$ cat src/design/bis_pkg.sv
// ----------------------------------------------------------------------------
// bis_pkg: shared types and constants for the bilinear RGB image scaler
// Transaction payloads, command and register codes, and lerp arithmetic.
// ----------------------------------------------------------------------------
`default_nettype none

package bis_pkg;

  // Commands carried by an input transaction
  typedef enum logic [1:0] {
    CMD_LOAD    = 2'd0,
    CMD_NEXT    = 2'd1,
    CMD_RESTART = 2'd2,
    CMD_UNUSED  = 2'd3
  } cmd_t;

  // Configuration register indexes
  localparam logic [1:0] REG_SRC_W = 2'd0;
  localparam logic [1:0] REG_SRC_H = 2'd1;
  localparam logic [1:0] REG_TGT_W = 2'd2;
  localparam logic [1:0] REG_TGT_H = 2'd3;

  localparam int CFG_W   = 13;   // widest register
  localparam int SRC_W   = 8;    // source size register width
  localparam int TGT_W   = 13;   // target size register width
  localparam int ACC_W   = 33;   // accumulators never pass 2^33
  localparam int DIV_N   = 40;   // dividend width of step divisions
  localparam int DIV_CNT = 6;    // bits of the divider step counter
  localparam int NUM_LANES = 3;

  // Derived step slots
  localparam logic [2:0] ST_DX  = 3'd0;
  localparam logic [2:0] ST_DY  = 3'd1;
  localparam logic [2:0] ST_SX  = 3'd2;
  localparam logic [2:0] ST_SY  = 3'd3;
  localparam logic [2:0] ST_FX  = 3'd4;
  localparam logic [2:0] ST_FY  = 3'd5;

  typedef struct packed {
    cmd_t        command;
    logic [31:0] red_in;
    logic [31:0] green_in;
    logic [31:0] blue_in;
  } in_t;

  typedef struct packed {
    logic [31:0] red_out;
    logic [31:0] green_out;
    logic [31:0] blue_out;
    logic        last;
  } out_t;

  // Controller to lane signals
  typedef struct packed {
    logic        wr_en;
    logic        rd_top;
    logic        consume;
    logic [31:0] fx;
    logic [31:0] fy;
  } lane_ctl_t;

  // Signed difference e - s of two unsigned words
  function automatic logic signed [32:0] sdiff(input logic [31:0] s, input logic [31:0] e);
    return $signed({1'b0, e}) - $signed({1'b0, s});
  endfunction

  // Bits 63:32 of f * d taken mod 2^64
  function automatic logic [31:0] mul_hi(input logic [31:0] f,
                                         input logic signed [32:0] d);
    logic signed [65:0] p;
    p = $signed({1'b0, f}) * d;
    return p[63:32];
  endfunction

endpackage

`default_nettype wire

$ cat src/design/bis_div.sv
// ----------------------------------------------------------------------------
// bis_div: restoring divider, one quotient bit per cycle
// Returns the low 32 bits of the quotient.
// ----------------------------------------------------------------------------
`default_nettype none

module bis_div (
  input  wire logic                       clk,
  input  wire logic                       rst,
  input  wire logic                       start,
  input  wire logic [bis_pkg::DIV_N-1:0]  dividend,
  input  wire logic [bis_pkg::TGT_W-1:0]  divisor,
  output logic                            done,
  output logic [31:0]                     quotient
);
  import bis_pkg::*;

  logic                busy;
  logic [DIV_CNT-1:0]  cnt;
  logic [TGT_W-1:0]    rem;
  logic [TGT_W-1:0]    dvs;
  logic [DIV_N-1:0]    num;
  logic [TGT_W:0]      sh;
  logic                ge;

  // Trial subtract of the shifted remainder
  always_comb begin
    sh = {rem, num[DIV_N-1]};
    ge = (sh >= {1'b0, dvs});
  end

  // Sequence the shift and subtract steps
  always_ff @(posedge clk) begin
    if (rst) begin
      busy <= 1'b0;
      done <= 1'b0;
      cnt  <= '0;
    end else begin
      done <= 1'b0;
      if (start) begin
        busy <= 1'b1;
        cnt  <= '0;
      end else if (busy) begin
        cnt <= cnt + 1'b1;
        if (cnt == DIV_CNT'(DIV_N - 1)) begin
          busy <= 1'b0;
          done <= 1'b1;
        end
      end
    end
  end

  // Datapath
  always_ff @(posedge clk) begin
    if (start) begin
      rem <= '0;
      dvs <= divisor;
      num <= dividend;
    end else if (busy) begin
      rem      <= ge ? TGT_W'(sh - {1'b0, dvs}) : sh[TGT_W-1:0];
      num      <= {num[DIV_N-2:0], 1'b0};
      quotient <= {quotient[30:0], ge};
    end
  end

endmodule

`default_nettype wire

$ cat src/design/bis_ctrl.sv
// ----------------------------------------------------------------------------
// bis_ctrl: command decode, step computation and source cell traversal
// Walks the cells one step per cycle unless fetching or waiting, and drives the lane fetches.
// ----------------------------------------------------------------------------
`default_nettype none

module bis_ctrl #(
  parameter int MAX_SRC_WIDTH  = 128,
  parameter int MAX_SRC_HEIGHT = 128,
  parameter int AW             = 14
) (
  input  wire logic                       clk,
  input  wire logic                       rst,
  input  wire logic                       in_valid,
  input  wire bis_pkg::cmd_t              command,
  output logic                            in_stall,
  input  wire logic                       cfg_we,
  input  wire logic [1:0]                 cfg_index,
  input  wire logic [bis_pkg::CFG_W-1:0]  cfg_data,
  output bis_pkg::lane_ctl_t              lane_ctl,
  output logic [AW-1:0]                   wr_addr,
  output logic [AW-1:0]                   rd_addr_a,
  output logic [AW-1:0]                   rd_addr_b,
  input  wire logic                       lanes_done,
  input  wire logic                       out_free,
  output logic                            emit,
  output logic                            last
);
  import bis_pkg::*;

  localparam int STORE = MAX_SRC_WIDTH * MAX_SRC_HEIGHT;

  typedef enum logic [1:0] {PH_IDLE, PH_IN_ROW, PH_BETWEEN, PH_DONE} phase_t;
  typedef enum logic [2:0] {
    S_READY, S_DIV_GO, S_DIV_RUN, S_ADDR, S_RD_TOP, S_RD_BOT, S_FIND, S_WAIT
  } state_t;

  state_t          state;
  phase_t          phase;
  logic [SRC_W-1:0] src_w, src_h;
  logic [TGT_W-1:0] tgt_w, tgt_h;
  logic [AW:0]     load_count;
  logic [SRC_W-1:0] col, row;
  logic [ACC_W-1:0] xa0, xa1, ya0, ya1;
  logic [31:0]     frac_x, frac_y, pix_fx, pix_fy;
  logic [31:0]     step [6];
  logic [2:0]      div_k;
  logic            first;
  logic [16:0]     base;

  logic            accept, can_write;
  logic [SRC_W-1:0] eff_w, eff_h, nw, nh;
  logic [TGT_W-1:0] tw, th;
  logic [DIV_N-1:0] div_n;
  logic [TGT_W-1:0] div_d;
  logic            div_done;
  logic [31:0]     div_q;
  logic [SRC_W:0]  col_n, row_n;
  logic [16:0]     addr_row;

  // Effective sizes and division operands
  always_comb begin
    if (src_w < SRC_W'(2)) eff_w = SRC_W'(2);
    else if (32'(src_w) > MAX_SRC_WIDTH) eff_w = SRC_W'(MAX_SRC_WIDTH);
    else eff_w = src_w;
    if (src_h < SRC_W'(2)) eff_h = SRC_W'(2);
    else if (32'(src_h) > MAX_SRC_HEIGHT) eff_h = SRC_W'(MAX_SRC_HEIGHT);
    else eff_h = src_h;
    nw = eff_w - 1'b1;
    nh = eff_h - 1'b1;
    tw = (tgt_w == '0) ? TGT_W'(1) : tgt_w;
    th = (tgt_h == '0) ? TGT_W'(1) : tgt_h;
    div_n = DIV_N'(32'hFFFF_FFFF);
    div_d = tw;
    case (div_k)
      ST_DX: div_d = tw;
      ST_DY: div_d = th;
      ST_SX: div_d = TGT_W'(nw);
      ST_SY: div_d = TGT_W'(nh);
      ST_FX: begin
        div_n = {nw, 32'h0} - DIV_N'(nw);
        div_d = tw;
      end
      ST_FY: begin
        div_n = {nh, 32'h0} - DIV_N'(nh);
        div_d = th;
      end
      default: div_d = tw;
    endcase
  end

  // Handshake, lane control and fetch addresses
  always_comb begin
    accept    = in_valid && (state == S_READY);
    in_stall  = (state != S_READY);
    can_write = (load_count < (AW+1)'(STORE));
    col_n     = {1'b0, col} + 1'b1;
    row_n     = {1'b0, row} + 1'b1;
    addr_row  = (state == S_RD_TOP) ? base : base + 17'(eff_w);
    rd_addr_a = AW'(addr_row);
    rd_addr_b = AW'(addr_row + 17'd1);
    wr_addr   = load_count[AW-1:0];
    emit      = (state == S_WAIT) && lanes_done && out_free;
    last      = (phase == PH_DONE);
    lane_ctl.wr_en   = accept && (command == CMD_LOAD) && can_write;
    lane_ctl.rd_top  = (state == S_RD_TOP);
    lane_ctl.consume = emit;
    lane_ctl.fx      = pix_fx;
    lane_ctl.fy      = pix_fy;
  end

  bis_div u_div (
    .clk      (clk),
    .rst      (rst),
    .start    (state == S_DIV_GO),
    .dividend (div_n),
    .divisor  (div_d),
    .done     (div_done),
    .quotient (div_q)
  );

  // Sequencer
  always_ff @(posedge clk) begin
    if (rst) begin
      state      <= S_READY;
      phase      <= PH_IDLE;
      load_count <= '0;
      src_w      <= SRC_W'(2);
      src_h      <= SRC_W'(2);
      tgt_w      <= TGT_W'(1);
      tgt_h      <= TGT_W'(1);
      first      <= 1'b0;
      div_k      <= '0;
    end else begin
      // Register writes return the phase to idle unless the walk sets it in that cycle
      if (cfg_we) begin
        unique case (cfg_index)
          REG_SRC_W: src_w <= cfg_data[SRC_W-1:0];
          REG_SRC_H: src_h <= cfg_data[SRC_W-1:0];
          REG_TGT_W: tgt_w <= cfg_data[TGT_W-1:0];
          REG_TGT_H: tgt_h <= cfg_data[TGT_W-1:0];
        endcase
        phase <= PH_IDLE;
      end

      unique case (state)
        S_READY: begin
          if (accept) begin
            case (command)
              CMD_LOAD: begin
                if (can_write) load_count <= load_count + 1'b1;
              end
              CMD_RESTART: begin
                load_count <= '0;
                phase      <= PH_IDLE;
              end
              CMD_NEXT: begin
                if (phase == PH_IDLE) begin
                  div_k <= '0;
                  state <= S_DIV_GO;
                end else if (phase != PH_DONE) begin
                  state <= S_ADDR;
                end
              end
              default: ;
            endcase
          end
        end
        S_DIV_GO: state <= S_DIV_RUN;
        S_DIV_RUN: begin
          if (div_done) begin
            step[div_k] <= div_q;
            if (div_k == ST_FY) begin
              row    <= '0;
              col    <= '0;
              ya0    <= '0;
              ya1    <= {1'b0, step[ST_SY]};
              xa0    <= '0;
              xa1    <= '0;
              frac_x <= '0;
              frac_y <= '0;
              phase  <= PH_BETWEEN;
              first  <= 1'b1;
              state  <= S_FIND;
            end else begin
              div_k <= div_k + 1'b1;
              state <= S_DIV_GO;
            end
          end
        end
        S_ADDR: begin
          base   <= 17'(row) * 17'(eff_w) + 17'(col);
          pix_fx <= frac_x;
          pix_fy <= frac_y;
          frac_x <= frac_x + step[ST_FX];
          xa0    <= xa0 + {1'b0, step[ST_DX]};
          state  <= S_RD_TOP;
        end
        S_RD_TOP: state <= S_RD_BOT;
        S_RD_BOT: begin
          first <= 1'b0;
          state <= S_FIND;
        end
        S_FIND: begin
          if (phase == PH_IN_ROW) begin
            if (xa0 < xa1) begin
              // pending pixel found
              state <= first ? S_ADDR : S_WAIT;
            end else begin
              col <= col_n[SRC_W-1:0];
              if (col_n < {1'b0, nw}) begin
                xa1 <= xa1 + {1'b0, step[ST_SX]};
              end else begin
                phase  <= PH_BETWEEN;
                frac_y <= frac_y + step[ST_FY];
                ya0    <= ya0 + {1'b0, step[ST_DY]};
              end
            end
          end else if (ya0 < ya1) begin
            phase  <= PH_IN_ROW;
            col    <= '0;
            xa0    <= '0;
            xa1    <= {1'b0, step[ST_SX]};
            frac_x <= '0;
          end else begin
            row <= row_n[SRC_W-1:0];
            if (row_n >= {1'b0, nh}) begin
              phase <= PH_DONE;
              state <= first ? S_READY : S_WAIT;
            end else begin
              ya1 <= ya1 + {1'b0, step[ST_SY]};
            end
          end
        end
        S_WAIT: begin
          if (emit) state <= S_READY;
        end
      endcase
    end
  end

endmodule

`default_nettype wire
$ cat config.mk
export PLATFORM = sky130hd
export DESIGN_NAME = bis_ctrl
export DESIGN_NICKNAME = d
export VERILOG_FILES = /design/src/design/bis_pkg.sv /design/src/design/bis_div.sv /design/src/design/bis_ctrl.sv
export SDC_FILE = /design/constraint.sdc
export NUM_CORES = 2
export LEC_CHECK = 0
export ABC_CLOCK_PERIOD_IN_PS = 8800
export BUFFER_PORTS_ARGS = -buffer_cell sky130_fd_sc_hd__buf_2
export CAP_MARGIN = 20
export CORE_AREA = 2 2 258 260
export CTS_CLUSTER_SIZE = 20
export DETAILED_ROUTE_END_ITERATION = 7
export DIE_AREA = 0 0 260 262
export PLACE_DENSITY = 0.83
export SLEW_MARGIN = 20
export SYNTH_ARGS = -nofsm -noshare
export SYNTH_HDL_FRONTEND = slang
export SYNTH_HIERARCHICAL = 1
export SYNTH_SLANG_ARGS = --single-unit
$ cat constraint.sdc
create_clock -name clk -period 8.8 [get_ports clk]
set_clock_uncertainty 0.05 [all_clocks]
set_input_delay 0.88 -clock clk [delete_from_list [all_inputs] [get_ports clk]]
set_output_delay 0.88 -clock clk [all_outputs]
set_load 0.05 [all_outputs]
==> out/qor.yml <==
relSlewSlack_pct: 26.59
r2r_slack_ns: 2.78
synth-seq-cells: 654
grt.total_usage_pct: 27.11
path_clk_slew_ns: 0.06
leakage_uw: 0.01734
overflow: 0
avgSynthCellArea_um2: 10.69
swShare_pct: 29.21
wl_per_cell_um: 19.74
holdBufCountCts: 0
fin_tns_setup_ns: 0
globalplace.congestion: 0.9093
status: "completed"
synthTopCellsByCount: "edfxtp_1, ha_1, nor2_1"
worst_pin_slew_ns: 1.097
core_um2: 65280
async_flop_share_pct: 0
finalCritPeriodShare_pct: 72.19
p_int_uw: 6118
pwr-share-clk_pct: 36.3
clk_latency_ns: 0.64
cts_root_buf: "clkbuf_16"
ys_types: 103
start_util_pct: 59.37
syn_inst: 3624
yosysWarnings: 6
postRouteAntennaNets: 0
hold_path.class: "reg -> reg"
first_pass_iters: 6
cts_sinks: 654
worst_ep_required_time_ns: 7.87
drt_iter0_markers: 2938
netlist.area_leader.share_pct: 43.94
cts_buffers: 70
die_y_um: 262
synth_top_cell_by_area: "edfxtp_1"
antenna_found_initial: 3
utilization_pct: 65.57
cts_resized: 0
reg2reg_depth: 21
nNetsFinal: 4158
cts_buffer_depth: 3
crit_type: "reg -> out"
final_max_slew_viol_count: 0
p_comb_share_pct: 17.7
layout-drive-gt1-share_pct: 9.924
fp.dieW_um: 260
cellPowerDensity_nw_per_um2: 201.9
synth_most_common_cell: "edfxtp_1"
yosysSeqAreaShare_pct: 48.43
synth_ff_type: "edfxtp_1"
finalCriticalPeriod_ns: 6.352
grt_pass1_wl_mm: 145.7
rsz0062_at_grt: "false"
cp-start-kind: "register"
postCtsSetupRepairBufs: 0
portBuffers: 134
wirelength_mm: 92.25
p_switching_uw: 2525
timing.rr.end: "base[13]$_DFFE_PP_"
critPathCaptureType: "primary output"
place_hpwl_mm: 62.51
cts_tree: "yes"
grt_max_degree: 80
maxCapViolations: 0
whs_endpoint: "pix_fy[29]$_DFFE_PP_"
synth_edf_count: 567
via_per_inst: 6.136
vias: 28680
drcViolationCount: 0
regToRegStartpoint: "src_w[5]$_SDFFE_PP0P_"
synth_area_leaders: "edfxtp_1, ha_1, dfxtp_1"
setup-violations-final: 0
synth_area_um2: 38750
fmax_mhz: 157.4
num_io_pins: 135
vdd_drop_max_mv: 0.2234
hold_viol_final: 0
p_seq_share_pct: 46.0
holdPathStages: 0
cp_max_fo: 11
dieArea_um2: 68120
worstHoldStart: "frac_y[29]$_SDFFCE_PN0P_"
grt_pass1_vias: 27780
h-tree-depth: 3
fill_cells: 4860
rows: 94
area_growth_pct: 10.44
critPathArrivalTime_ns: 5.42
-- through the flow --
stage / hold slack (ns) / cells / power [uW] / cell area, um2 / setup slack, ns
2_1_floorplan: 0.3834 / 3626 / 5070 / 38760 / 2.372
3_3_place_gp: 0.3972 / 4543 / 5482 / 40310 / 3.096
3_5_place_dp: 0.3988 / 4543 / 5531 / 40310 / 2.866
4_1_cts: 0.4143 / 4672 / 8657 / 42760 / 2.448
5_1_grt: 0.4253 / 4673 / 8936 / 42800 / 2.114
6_report: 0.4124 / 4674 / 8643 / 42800 / 2.448
-- kinds of logic (layout without fill, tap and decap cells) --
group / count (synthesis) / count (layout) / synth area share (%)
and+or+nand+nor: 1125 / 1125 / 13.84
AOI/OAI and AO/OA: 809 / 809 / 13.45
DFF: 654 / 654 / 48.43
adders and majority gates: 386 / 386 / 13.44
buffers and inverters: 344 / 527 / 3.545
xor gates and xnor gates: 228 / 228 / 5.153
muxes: 77 / 77 / 2.128
other: 1 / 4 / 0.009677
-- layer usage --
layer	vias up	GRT usage [%]	wire [um]
met5	-	0	0
met4	0	11.83	3812
met3	236	4.263	7449
met2	1281	44.90	43540
met1	13760	35.53	37450
li1	13410	-	-
-- worst max path at each step --
stage / cells after the start / to / from
finish: 16 / rd_addr_b[11] / src_w[5]$_SDFFE_PP0P_
global route: 16 / rd_addr_b[11] / src_w[5]$_SDFFE_PP0P_
CTS: 16 / rd_addr_b[11] / src_w[5]$_SDFFE_PP0P_
detailed placement: 21 / base[13]$_DFFE_PP_ / src_w[5]$_SDFFE_PP0P_
global placement: 21 / base[13]$_DFFE_PP_ / src_w[5]$_SDFFE_PP0P_
floorplan: 16 / rd_addr_b[13] / src_w[5]$_SDFFE_PP0P_
-- flip-flops by register name (all words and copies together) (netlist names), 14 cells and up --
name	cells
step	192
u_div/num	40
xa0	33
xa1	33
ya0	33
ya1	33
frac_x	32
frac_y	32
pix_fx	32
pix_fy	32
u_div/quotient	32
load_count	15
base	14
-- critical path: stages (launching register included) --
cell,delay [ns]
dfxtp_1,0.33
nor4_1,0.26
nand2_1,0.16
a21oi_1,0.79
inv_1,0.35
fa_1,0.52
nor2b_1,0.12
o21ai_0,0.11
a21boi_1,0.20
o21a_1,0.16
o21a_1,0.20
mux2_2,0.37
a2111oi_4,0.42
nor3_2,0.14
and4bb_2,0.27
xnor2_1,0.13
buf_2,0.28
-- power by group through the flow --
stage	logic (uW)	registers [uW]	clock network, uW
3_3_place_gp	1460	4020	0
2_1_floorplan	1160	3910	0
3_5_place_dp	1510	4030	0
5_1_grt	1670	3990	3280
4_1_cts	1520	3970	3170
6_report	1530	3970	3140
-- placed cells by master (no fill, tap or decap), types with 29 or more instances in the layout --
master and n:
nand3_1 76, nand4_1 31, xnor2_1 116, mux2_2 43, nand2_1 324, fa_1 51
inv_1 235, clkbuf_16 74, o21ai_0 164, and3_1 39, a21o_1 102, edfxtp_1 567
ha_1 332, and2_1 63, dfxtp_1 87, a21oi_1 247, nor3_1 67, o211ai_1 29
nor2b_1 45, nand2b_1 47, o21a_1 30, nor2_1 323, mux2i_1 34, a211oi_1 33
buf_2 134, xor2_1 112
-- final cells by class --
type	count	area, um2	area share [%]
clock buffer	87	1912	4.467
clock inverter	42	544.3	1.272
sequential	654	18770	43.85
inverter	238	893.4	2.087
tap	864	1081	2.526
multi-input combinational	2628	18710	43.71
timing repair buffer	160	889.6	2.079
antenna	1	2.502	0.005847
No activity file was read; power rests on OpenSTA's default activity.
